[config.mk]
export PLATFORM = sky130hd
export DESIGN_NAME = sliding_median_filter_top
export DESIGN_NICKNAME = d
export VERILOG_FILES = /design/src/smf_pkg.sv /design/src/sliding_median_filter_top.sv /design/src/smf_datapath.sv /design/src/smf_ctrl.sv
export SDC_FILE = /design/constraint.sdc
export NUM_CORES = 2
export LEC_CHECK = 0
export BUFFER_PORTS_ARGS = -buffer_cell sky130_fd_sc_hd__buf_2
export CORE_ASPECT_RATIO = 2
export CORE_MARGIN = 5
export CORE_UTILIZATION = 52
export CTS_CLUSTER_DIAMETER = 50
export DETAILED_ROUTE_END_ITERATION = 7
export PLACE_DENSITY = 0.68
export SYNTH_ARGS = -nofsm -noshare
export SYNTH_HDL_FRONTEND = slang
export SYNTH_SLANG_ARGS = --single-unit
export TNS_END_PERCENT = 30
[constraint.sdc]
create_clock -name i_clk -period 19.5 [get_ports i_clk]
set_input_delay 0 -clock i_clk [delete_from_list [all_inputs] [get_ports i_clk]]
set_output_delay 0 -clock i_clk [all_outputs]
set_load 0.05 [all_outputs]
[src/smf_pkg.sv]
// Shared types and constants of the sliding median filter.
// No dependencies; used by smf_ctrl, smf_datapath and the top level.
package smf_pkg;

    localparam int SAMPLE_W   = 32;
    localparam int HALF_W     = 3;
    localparam int LEN_W      = 13;
    localparam int POS_W      = 12;
    localparam int CFG_W      = LEN_W;
    localparam int MAX_HALF   = 7;
    localparam int MAX_LINE   = 4096;
    localparam int RING_DEPTH = 2 * MAX_HALF + 1;
    localparam int TAP_W      = $clog2(RING_DEPTH);
    localparam int RANK_W     = $clog2(RING_DEPTH);

    // register indexes of the configuration port
    localparam logic CFG_HALF_WIDTH  = 1'b0;
    localparam logic CFG_LINE_LENGTH = 1'b1;

    typedef logic [SAMPLE_W-1:0] t_sample;

    // controller to datapath commands
    typedef struct packed {
        logic              shift;     // take the accepted word into the tap line
        logic              med_start; // restart the rank search
        logic              med_step;  // test one candidate
        logic              load;      // load the output register
        logic              sel_med;   // output source: found median, else a tap
        logic [TAP_W-1:0]  tap_idx;   // tap to output
        logic              line_end;
        logic [HALF_W-1:0] half;      // effective half width
    } t_dp_cmd;

    // datapath to controller status
    typedef struct packed {
        logic out_free;
        logic med_found;
    } t_dp_sts;

endpackage

[src/sliding_median_filter_top.sv]
// Sliding median filter, top level: joins controller and datapath (smf_pkg, smf_ctrl, smf_datapath).
// Results: a raw word goes from the emit state into the output register; a median first passes the
// rank search, which tests k = 1 .. 2h+1 candidates, one per cycle, before the emit state.
// Flow: input is ready only while idle; a word that gives nothing keeps it idle, else the next word
// waits for its results to load, plus h right-edge words after a line's last; a stalled output holds.
// Reset (synchronous, active low) clears state, position and output valid; half_width 1, length 4096.
module sliding_median_filter_top (
    input  logic                        i_clk,
    input  logic                        i_rst_n,
    // configuration port: index 0 half_width, index 1 line_length
    input  logic                        i_cfg_wr_en,
    input  logic                        i_cfg_index,
    input  logic [smf_pkg::CFG_W-1:0]   i_cfg_wr_data,
    // input words
    input  logic                        i_in_valid,
    output logic                        o_in_ready,
    input  logic signed [31:0]          i_sample,
    // result words
    output logic                        o_out_valid,
    input  logic                        i_out_ready,
    output logic signed [31:0]          o_filtered,
    output logic                        o_line_end
);

    smf_pkg::t_dp_cmd cmd;
    smf_pkg::t_dp_sts sts;
    smf_pkg::t_sample filtered;

    // controller: hold configuration, advance the line position, sequence each word
    smf_ctrl u_ctrl (
        .i_clk         (i_clk),
        .i_rst_n       (i_rst_n),
        .i_cfg_wr_en   (i_cfg_wr_en),
        .i_cfg_index   (i_cfg_index),
        .i_cfg_wr_data (i_cfg_wr_data),
        .i_in_valid    (i_in_valid),
        .o_in_ready    (o_in_ready),
        .o_cmd         (cmd),
        .i_sts         (sts)
    );

    // datapath: tap line of the last 15 words, rank search, output register
    smf_datapath u_datapath (
        .i_clk       (i_clk),
        .i_rst_n     (i_rst_n),
        .i_cmd       (cmd),
        .o_sts       (sts),
        .i_sample    (smf_pkg::t_sample'(i_sample)),
        .o_out_valid (o_out_valid),
        .i_out_ready (i_out_ready),
        .o_filtered  (filtered),
        .o_line_end  (o_line_end)
    );

    assign o_filtered = $signed(filtered);

endmodule

[src/smf_datapath.sv]
// Datapath of the sliding median filter: tap line, rank search and output register.
// Depends on smf_pkg.
module smf_datapath (
    input  logic                  i_clk,
    input  logic                  i_rst_n,
    input  smf_pkg::t_dp_cmd      i_cmd,
    output smf_pkg::t_dp_sts      o_sts,
    input  smf_pkg::t_sample      i_sample,
    output logic                  o_out_valid,
    input  logic                  i_out_ready,
    output smf_pkg::t_sample      o_filtered,
    output logic                  o_line_end
);

    smf_pkg::t_sample                 r_tap [smf_pkg::RING_DEPTH];
    logic [smf_pkg::TAP_W-1:0]        r_cand;
    smf_pkg::t_sample                 r_med;
    logic                             r_out_valid;
    smf_pkg::t_sample                 r_filtered;
    logic                             r_line_end;

    logic [smf_pkg::TAP_W-1:0]        rd_idx;
    smf_pkg::t_sample                 rd_data;
    logic [smf_pkg::RANK_W-1:0]       rank;
    logic                             found;
    logic [smf_pkg::TAP_W:0]          win_last;

    // single read port: candidate during the search, chosen tap otherwise
    assign rd_idx  = i_cmd.med_step ? r_cand : i_cmd.tap_idx;
    assign rd_data = r_tap[rd_idx];
    assign win_last = {smf_pkg::TAP_W'(i_cmd.half), 1'b0};

    // stable rank of the candidate within taps 0 .. 2h
    always_comb begin
        rank = '0;
        for (int j = 0; j < smf_pkg::RING_DEPTH; j++) begin
            if ((smf_pkg::TAP_W+1)'(j) <= win_last) begin
                if ($signed(r_tap[j]) < $signed(rd_data)) begin
                    rank = rank + 1'b1;
                end else if ((r_tap[j] == rd_data) && (smf_pkg::TAP_W'(j) < r_cand)) begin
                    rank = rank + 1'b1;
                end
            end
        end
    end

    assign found = (rank == smf_pkg::RANK_W'(i_cmd.half));

    always_ff @(posedge i_clk) begin
        if (i_cmd.shift) begin
            r_tap[0] <= i_sample;
            for (int k = 1; k < smf_pkg::RING_DEPTH; k++) begin
                r_tap[k] <= r_tap[k-1];
            end
        end
        if (i_cmd.med_start) begin
            r_cand <= '0;
        end else if (i_cmd.med_step) begin
            if (found) begin
                r_med <= rd_data;
            end else begin
                r_cand <= r_cand + 1'b1;
            end
        end
        if (i_cmd.load) begin
            r_filtered <= i_cmd.sel_med ? r_med : rd_data;
            r_line_end <= i_cmd.line_end;
        end
    end

    always_ff @(posedge i_clk) begin
        if (!i_rst_n) begin
            r_out_valid <= 1'b0;
        end else if (i_cmd.load) begin
            r_out_valid <= 1'b1;
        end else if (i_out_ready) begin
            r_out_valid <= 1'b0;
        end
    end

    assign o_sts.out_free  = !r_out_valid || i_out_ready;
    assign o_sts.med_found = i_cmd.med_step && found;
    assign o_out_valid     = r_out_valid;
    assign o_filtered      = r_filtered;
    assign o_line_end      = r_line_end;

endmodule

[src/smf_ctrl.sv]
// Controller of the sliding median filter: configuration, line position and sequencing.
// Depends on smf_pkg.
module smf_ctrl (
    input  logic                         i_clk,
    input  logic                         i_rst_n,
    input  logic                         i_cfg_wr_en,
    input  logic                         i_cfg_index,
    input  logic [smf_pkg::CFG_W-1:0]    i_cfg_wr_data,
    input  logic                         i_in_valid,
    output logic                         o_in_ready,
    output smf_pkg::t_dp_cmd             o_cmd,
    input  smf_pkg::t_dp_sts             i_sts
);

    localparam logic [1:0] S_IDLE  = 2'd0;
    localparam logic [1:0] S_MED   = 2'd1;
    localparam logic [1:0] S_EMIT  = 2'd2;
    localparam logic [1:0] S_FLUSH = 2'd3;

    logic [1:0]                   r_state,       n_state;
    logic [smf_pkg::POS_W-1:0]    r_pos,         n_pos;
    logic [smf_pkg::HALF_W-1:0]   r_half_width;
    logic [smf_pkg::LEN_W-1:0]    r_line_length;
    logic [smf_pkg::TAP_W-1:0]    r_emit_idx,    n_emit_idx;
    logic                         r_emit_med,    n_emit_med;
    logic                         r_end_main,    n_end_main;
    logic                         r_flush,       n_flush;
    logic [smf_pkg::HALF_W-1:0]   r_flush_cnt,   n_flush_cnt;

    logic [smf_pkg::HALF_W-1:0]   half;
    logic [smf_pkg::LEN_W-1:0]    len;
    logic [smf_pkg::LEN_W-1:0]    p;
    logic                         last;
    logic                         short_line;
    logic                         accept;

    // clamp the registers to their working ranges
    assign half = (r_half_width == '0) ? smf_pkg::HALF_W'(1) : r_half_width;
    always_comb begin
        if (r_line_length == '0) begin
            len = smf_pkg::LEN_W'(1);
        end else if (r_line_length > smf_pkg::LEN_W'(smf_pkg::MAX_LINE)) begin
            len = smf_pkg::LEN_W'(smf_pkg::MAX_LINE);
        end else begin
            len = r_line_length;
        end
    end

    assign p          = ({1'b0, r_pos} >= len) ? '0 : {1'b0, r_pos};
    assign last       = (p + 1'b1) >= len;
    assign short_line = len < smf_pkg::LEN_W'({half, 1'b1});
    assign accept     = i_in_valid && o_in_ready;
    assign o_in_ready = (r_state == S_IDLE);

    always_comb begin
        n_state     = r_state;
        n_pos       = r_pos;
        n_emit_idx  = r_emit_idx;
        n_emit_med  = r_emit_med;
        n_end_main  = r_end_main;
        n_flush     = r_flush;
        n_flush_cnt = r_flush_cnt;
        o_cmd       = '0;
        o_cmd.half  = half;
        unique case (r_state)
            S_IDLE: begin
                if (accept) begin
                    o_cmd.shift = 1'b1;
                    n_pos       = last ? '0 : smf_pkg::POS_W'(p + 1'b1);
                    n_end_main  = short_line && last;
                    n_flush     = last && !short_line;
                    n_flush_cnt = half;
                    if (short_line) begin
                        n_emit_idx = '0;
                        n_emit_med = 1'b0;
                        n_state    = S_EMIT;
                    end else if (p >= smf_pkg::LEN_W'(half)) begin
                        if (p < smf_pkg::LEN_W'({half, 1'b0})) begin
                            // left edge: the centre sample passes raw
                            n_emit_idx = smf_pkg::TAP_W'(half);
                            n_emit_med = 1'b0;
                            n_state    = S_EMIT;
                        end else begin
                            n_emit_med      = 1'b1;
                            o_cmd.med_start = 1'b1;
                            n_state         = S_MED;
                        end
                    end
                end
            end
            S_MED: begin
                o_cmd.med_step = 1'b1;
                if (i_sts.med_found) begin
                    n_state = S_EMIT;
                end
            end
            S_EMIT: begin
                o_cmd.tap_idx  = r_emit_idx;
                o_cmd.sel_med  = r_emit_med;
                o_cmd.line_end = r_end_main;
                if (i_sts.out_free) begin
                    o_cmd.load = 1'b1;
                    n_state    = r_flush ? S_FLUSH : S_IDLE;
                end
            end
            S_FLUSH: begin
                // right edge: drain the last h samples oldest first
                o_cmd.tap_idx  = smf_pkg::TAP_W'(r_flush_cnt - 1'b1);
                o_cmd.line_end = (r_flush_cnt == smf_pkg::HALF_W'(1));
                if (i_sts.out_free) begin
                    o_cmd.load  = 1'b1;
                    n_flush_cnt = r_flush_cnt - 1'b1;
                    if (r_flush_cnt == smf_pkg::HALF_W'(1)) begin
                        n_state = S_IDLE;
                    end
                end
            end
            default: begin
                n_state = S_IDLE;
            end
        endcase
        if (i_cfg_wr_en) begin
            n_pos = '0;
        end
    end

    always_ff @(posedge i_clk) begin
        if (!i_rst_n) begin
            r_state       <= S_IDLE;
            r_pos         <= '0;
            r_half_width  <= smf_pkg::HALF_W'(1);
            r_line_length <= smf_pkg::LEN_W'(smf_pkg::MAX_LINE);
            r_flush       <= 1'b0;
            r_flush_cnt   <= '0;
        end else begin
            r_state     <= n_state;
            r_pos       <= n_pos;
            r_flush     <= n_flush;
            r_flush_cnt <= n_flush_cnt;
            if (i_cfg_wr_en) begin
                unique case (i_cfg_index)
                    smf_pkg::CFG_HALF_WIDTH:  r_half_width  <= i_cfg_wr_data[smf_pkg::HALF_W-1:0];
                    smf_pkg::CFG_LINE_LENGTH: r_line_length <= i_cfg_wr_data;
                    default: ;
                endcase
            end
        end
    end

    always_ff @(posedge i_clk) begin
        r_emit_idx <= n_emit_idx;
        r_emit_med <= n_emit_med;
        r_end_main <= n_end_main;
    end

endmodule

* Word-level counts from Yosys, hierarchy flattened *
Memories as Yosys holds them, arrays and structs flattened.
Cells that the tools add are included.

operators by class
  add/subtract/negate cells = 18
  $lt $le $gt $ge = 51
  equal/unequal tests = 26
  mux-type cells = 82
  bitwise logic cells = 4
  reductions and logical operators = 40

operators with widths
  operator                                            number
  == test 32 bit                                      15
  < comparator 32 bit                                 15
  2-to-1 mux 4 bit                                    47
  adder 4 x 1 -> 4 bit, second input constant         15
  2-to-1 mux 32 bit                                   1
  <= comparator 4 bit, first input constant           7
  < comparator 4 bit, first input constant            7
  < comparator 13 x 4 -> 1 bit                        2
  2-to-1 mux 13 bit                                   2
  2-to-1 mux 12 bit                                   2
  2-to-1 mux 2 bit                                    11
  logical AND 1 bit                                   19
  <= comparator 3 x 4 -> 1 bit, first input constant  4
  < comparator 3 x 4 -> 1 bit, first input constant   4
  adder 13 x 1 -> 13 bit, second input constant       1
  greater-or-equal comparator 12 x 13 -> 1 bit        1
  greater-or-equal comparator 13 bit                  1
  greater-or-equal comparator 13 x 3 -> 1 bit         1
  > comparator 13 bit, second input constant          1
  zero test 13 bit                                    1
  2-to-1 mux 1 bit                                    13
  case mux 5 bit (2 select lines)                     1
  2-to-1 mux 3 bit                                    3
  AND reduction 3 bit                                 3
  25 further kinds                                    44

word-level totals
  bits in registers = 110
  memory bits (writable) = 480
  input port bits = 51
  output and inout bits = 35
  word-level logic and storage cells = 236
  memories kept = 1

memory list
  memory            depth  width  rd ports  clocked after Yosys merged registers in  wr ports  line                source
  u_datapath.r_tap  15     32     16        0                                        15        smf_datapath.sv:15  smf_pkg::t_sample r_tap [smf_pkg::RING_DEPTH];

* Longest topological paths before layout *
An unclocked memory read counts as a cell.

  word-level depth = 69
  depth in mapped cells = 69
  gate-level depth less buffers = 67

* Cells and area by module *
From an unflattened synthesis, not the netlist that was laid out.

second synthesis, totals
  cells, all modules = 3109
  area total of the unflattened synthesis = 36546.3 µm²

modules (own cells, without submodules)
  module        instances  cells each  area each (µm²)  sequential area each (µm²)
  smf_datapath  1          2722        33540.9          16465.8
  smf_ctrl      1          387         3005.4           830.8

* Worst setup path before layout *
No wires, ideal clock.

  path kind = reg-to-reg
  start = reg u_ctrl.r_state[1]
  end = reg u_datapath.r_med[0], enable pin
  setup time = 432 ps
  arrival time = 16031 ps
  data required time = 19068 ps
  path slack = 3037 ps
  stages on the path, launching flop included = 68
  path buffers = 3
  clock period less this slack = 16463 ps
  cell sequence = dfxtp_1 ha_1 clkbuf_1 nor2_1 nor2b_1 a211oi_1 a21oi_1 clkbuf_1 clkbuf_1 mux4_2 nand2_1 o21ai_0 o21ai_0 ha_1 and2_0 a221o_1 a221oi_1 o21a_1 [... 32 more ...] o21ai_0 o21ai_0 ha_1 nor2_1 inv_1 and2_1 ha_1 mux2_2 ha_1 inv_1 o21ai_0 a41o_1 ha_1 a41oi_1 xnor2_2 nand3_2 or4_4 a21oi_1

on the way
  longest elaborated chain between the ends = 67
  elaborated cells on any way between the ends = 118
  those cells by class = add/sub: 14; order compare: 15; eq/ne: 19; mux: 50; bitwise: 1; reduce/logical: 18; memory: 1

RTL lines
  item                                                                line                source
  start: declaration                                                  smf_ctrl.sv:20      logic [1:0] r_state, n_state;
  start signal: assignment                                            smf_ctrl.sv:136     r_state <= n_state;
  branches (longest 66 deep; another with memory read (15 x 32 bit))  -
  AND reduction 3 bit (no source line) (*)                            -
  end signal: assignment                                              smf_datapath.sv:60  r_med <= rd_data;
  end: declaration                                                    smf_datapath.sv:17  smf_pkg::t_sample r_med;

Every way passes the cells marked *.
A chain may end at the register's enable or synchronous reset.

* Final worst setup path *
  start = reg u_ctrl.r_state[1]
  end = reg u_datapath.r_med[11], enable pin

The elaborated chain is that of the path after synthesis.

==> impl_metrics.env <==
export IMPL_clk_pin_slew_worst_paths_ns=0.06
export IMPL_first_global_vias=27300
export IMPL_r2r_cells=66
export IMPL_synthesis_instances=2952
export IMPL_clock_insertion_delay_worst_skew_ns=0.68
export IMPL_yosysUniqueCellTypes=94
export IMPL_postRouteWirelength_um=119000
export IMPL_post_drt_wl_per_cell_um=29.0
export IMPL_power_switching_mw=2.62
export IMPL_gpl_final_weighted_congestion=1.02
export IMPL_post_cts_resized=0
export IMPL_max_clock_skew_ns=0.0394
export IMPL_synth_top_cells_by_area="edfxtp_1, ha_1, mux4_2"
export IMPL_layout_cell_area_non_filler_um2=40500
export IMPL_cellLeakagePower_nw=16.7
export IMPL_io_buffers=85
export IMPL_violations="max-capacitance violations, max-slew violations"
export IMPL_final_core_utilization_pct=59.0
export IMPL_slew_violations=3
export IMPL_post_route_cells_drive_above_1_share_pct=12.1
export IMPL_mean_area_per_synthesized_cell_um2=12.2
export IMPL_floorplan_initialDensity_pct=52.5
export IMPL_share_clk_of_total_power_pct=19.5
export IMPL_routed_via_count=26800
export IMPL_cpMaxStageDelayCell="o21ai_4"
export IMPL_placed_area_um2=37900
export IMPL_ctsLongestPathBuffers=3
export IMPL_synth_seq_area_share_pct=47.9
export IMPL_max_slew_margin_rel_pct=-8.62
export IMPL_multi_input_area_um2=18200
export IMPL_cts_repair_timing_setup_buffer_count=0
export IMPL_power_switching_fraction_pct=42.1
export IMPL_min_delay_worst_endpoint="u_datapath.r_tap[0][8]"
export IMPL_area_sequential_um2=17300
export IMPL_worstHoldStart="i_sample[8]"
export IMPL_timing_critical_path_to_type="flip-flop"
export IMPL_async_reset_ff_share_pct=0
export IMPL_critical_path_max_stage_delay_ns=0.83
export IMPL_fp_dieH_um=383
export IMPL_fin_tns_setup_ns=0
export IMPL_timing_worst_setup_path_type="flip-flop to flip-flop"
export IMPL_synthesis_to_finish_area_growth_pct=12.3
export IMPL_hold_path_class="primary input to flip-flop"
export IMPL_detailed_place_hpwl_um=90600
export IMPL_cts_hold_repair_buffers=66
export IMPL_maxCapViolations=1
export IMPL_floorplan_die_area_um2=75100
export IMPL_nFillCells=5622
export IMPL_cellPowerDensity_nw_per_um2=154
export IMPL_dr_first_iter_drc_count=2256
export IMPL_hold_worst_slack_ns=0.0396
export IMPL_peakVddDrop_uv=91.4
export IMPL_cts_htree_levels=2
export IMPL_ant_nets=0
export IMPL_setup_worst_path_start_class="flip-flop"
export IMPL_core_area_um2=68700
export IMPL_hold_viol=0
export IMPL_yosysWarnings=0
export IMPL_drt_pass1_iterations=6
export IMPL_timing_final_crit_share_pct=86.8
export IMPL_post_synthesis_cell_area_um2=36100
export IMPL_die_w_um=196
export IMPL_final_net_count=3731
export IMPL_synth_area_leader="edfxtp_1"
export IMPL_grt_max_degree=175
export IMPL_critical_path_reg2reg_startpoint="u_ctrl.r_state[1]"
export IMPL_antenna_cells=0
export IMPL_antenna_found_initial=1
export IMPL_p_comb_share_pct=46.5
export IMPL_run_status="complete, but fails checks"
export IMPL_clk_root_buffer_cell="clkbuf_16"
export IMPL_tritoncts_clock_tree="yes"
export IMPL_rsz0062_at_grt="false"
export IMPL_grt_total_usage_pct=31.0
export IMPL_number_of_endpoints_failing_setup_at_the_final_stage=0
export IMPL_cp_max_fo=32
export IMPL_grt_overflow_total=0
export IMPL_detail_route_vias_per_cell=6.56
export IMPL_internal_power_mw=3.61
export IMPL_synthesis_nets=3540
export IMPL_synth_enable_flop_cells=550
export IMPL_post_route_drc_count=0
export IMPL_fmaxAchievable_ghz=0.0591
export IMPL_io_pins=86
export IMPL_cp_required_ns=19.78
export IMPL_worst_r2r_endpoint="u_datapath.r_med[11]"
export IMPL_arrival_ns=17.20
export IMPL_placementRows=136
export IMPL_grt_first_pass_wirelength_um=173000
export IMPL_numClockSinks=589
export IMPL_ys_ff_latch=589
export IMPL_most_frequently_used_cell_type_in_the_post_synthesis_netlist="edfxtp_1"
export IMPL_synth_largest_type_area_fraction_pct=45.8
export IMPL_final_min_clock_period_ns=16.92
export IMPL_worst_hold_path_num_cells=2
export IMPL_share_seq_of_total_power_pct=34.0
export IMPL_synth_top_flop_cell="edfxtp_1"
export IMPL_r2r_setup_slk_ns=2.58
export IMPL_number_of_cts_inserted_buffers=56
export IMPL_worst_pin_slew_ns=1.61
export IMPL_critical_path_most_common_cell="ha_1"
export IMPL_post_synth_most_frequent_cells="edfxtp_1, ha_1, nand2_1"
-- registers in the layout, summed over array words and instances (netlist names) --
signal	cells
u_ctrl.r_state	2
u_ctrl.r_flush	1
u_ctrl.r_pos	12
u_ctrl.r_end_main	1
u_datapath.o_out_valid	1
u_datapath.r_cand	4
u_ctrl.r_emit_idx	3
u_datapath.r_tap	480
u_datapath.r_med	32
u_ctrl.r_half_width	3
u_ctrl.r_emit_med	1
u_ctrl.r_flush_cnt	3
u_datapath.o_filtered	32
u_datapath.o_line_end	1
u_ctrl.r_line_length	13
-- placed cells by master (no fill, tap or decap), drive strengths merged, types with 24 or more instances in the layout --
master,n
clkbuf,58
mux2i,67
ha,537
inv,110
a21oi,205
nor2b,34
nor2,128
dlygate4sd3,66
o211ai,25
o21ai,191
dfxtp,39
nor4,25
buf,141
edfxtp,550
nor3,38
nand4,100
xnor2,25
a21o,88
nand3,66
a211oi,24
mux4,96
nand2,268
-- layout make-up --
class                           count  share of cell area, %
Tap cell                          897                   2.77
Timing Repair Buffer              207                   3.81
Inverter                          101                  0.953
Multi-Input combinational cell   2188                   44.9
Clock buffer                       58                   3.47
Sequential cell                   589                   42.7
Clock inverter                     46                   1.43
-- worst max-delay path, delay by kind of cell, from the launching register on --
kind	cells	cell delay (ns)
fa+ha+maj	16	4.99
mux	4	1.29
compound gates	18	4.70
xor+xnor	1	0.16
simple gates	18	2.80
flops	1	0.36
buf+inv	9	2.14
-- per-layer routing --
metal | track usage [%] | up-vias | routed length (um)
li1 | - | 12000 | -
met1 | 32.4 | 13300 | 40300
met2 | 55.3 | 1145 | 60200
met3 | 4.13 | 408 | 6140
met4 | 24.3 | 0 | 12100
met5 | 0 | - | 0
-- power by group through the flow --
stage	combinational, mW	clock (mW)	sequential [mW]
2_1_floorplan	1.88	0	2.19
4_1_cts	2.87	1.23	2.10
6_report	2.89	1.22	2.12
3_3_place_gp	2.75	0	2.12
3_5_place_dp	2.84	0	2.13
5_1_grt	3.17	1.28	2.13
-- kinds of logic (layout without fill, tap and decap cells) --
kind of cell | Yosys count | count (layout) | synth area share, %
AOI/OAI and AO/OA | 676 | 676 | 11.7
buffers and inverters | 175 | 412 | 1.82
adders and majority gates | 537 | 537 | 18.6
and+or+nand+nor | 761 | 761 | 10.4
muxes | 168 | 168 | 8.00
xor gates and xnor gates | 46 | 46 | 1.54
DFF | 589 | 589 | 47.9
-- per-stage QoR --
| stage | power [mW] | cells | setup slack [ns] |
|---|---|---|---|
| final | 6.23 | 4086 | 2.58 |
| after global routing | 6.58 | 4086 | 1.79 |
| after CTS | 6.21 | 4086 | 2.71 |
| after detailed placement | 4.97 | 3916 | 2.81 |
| after global placement | 4.87 | 3916 | 2.98 |
| after floorplan | 4.07 | 2952 | 3.04 |
-- how the worst max path moves through the flow --
| stage | startpoint | endpoint | cells past startpoint |
|---|---|---|---|
| final | u_ctrl.r_state[1] | u_datapath.r_med[11] | 66 |
| after global routing | u_ctrl.r_state[1] | u_datapath.r_med[11] | 66 |
| after CTS | u_ctrl.r_state[1] | u_datapath.r_med[14] | 66 |
| after detailed placement | u_ctrl.r_state[1] | u_datapath.r_med[12] | 66 |
| after global placement | u_ctrl.r_state[1] | u_datapath.r_med[12] | 66 |
| after floorplan | u_ctrl.r_state[1] | u_datapath.r_med[0] | 67 |
No activity file was read; power rests on OpenSTA's default activity.
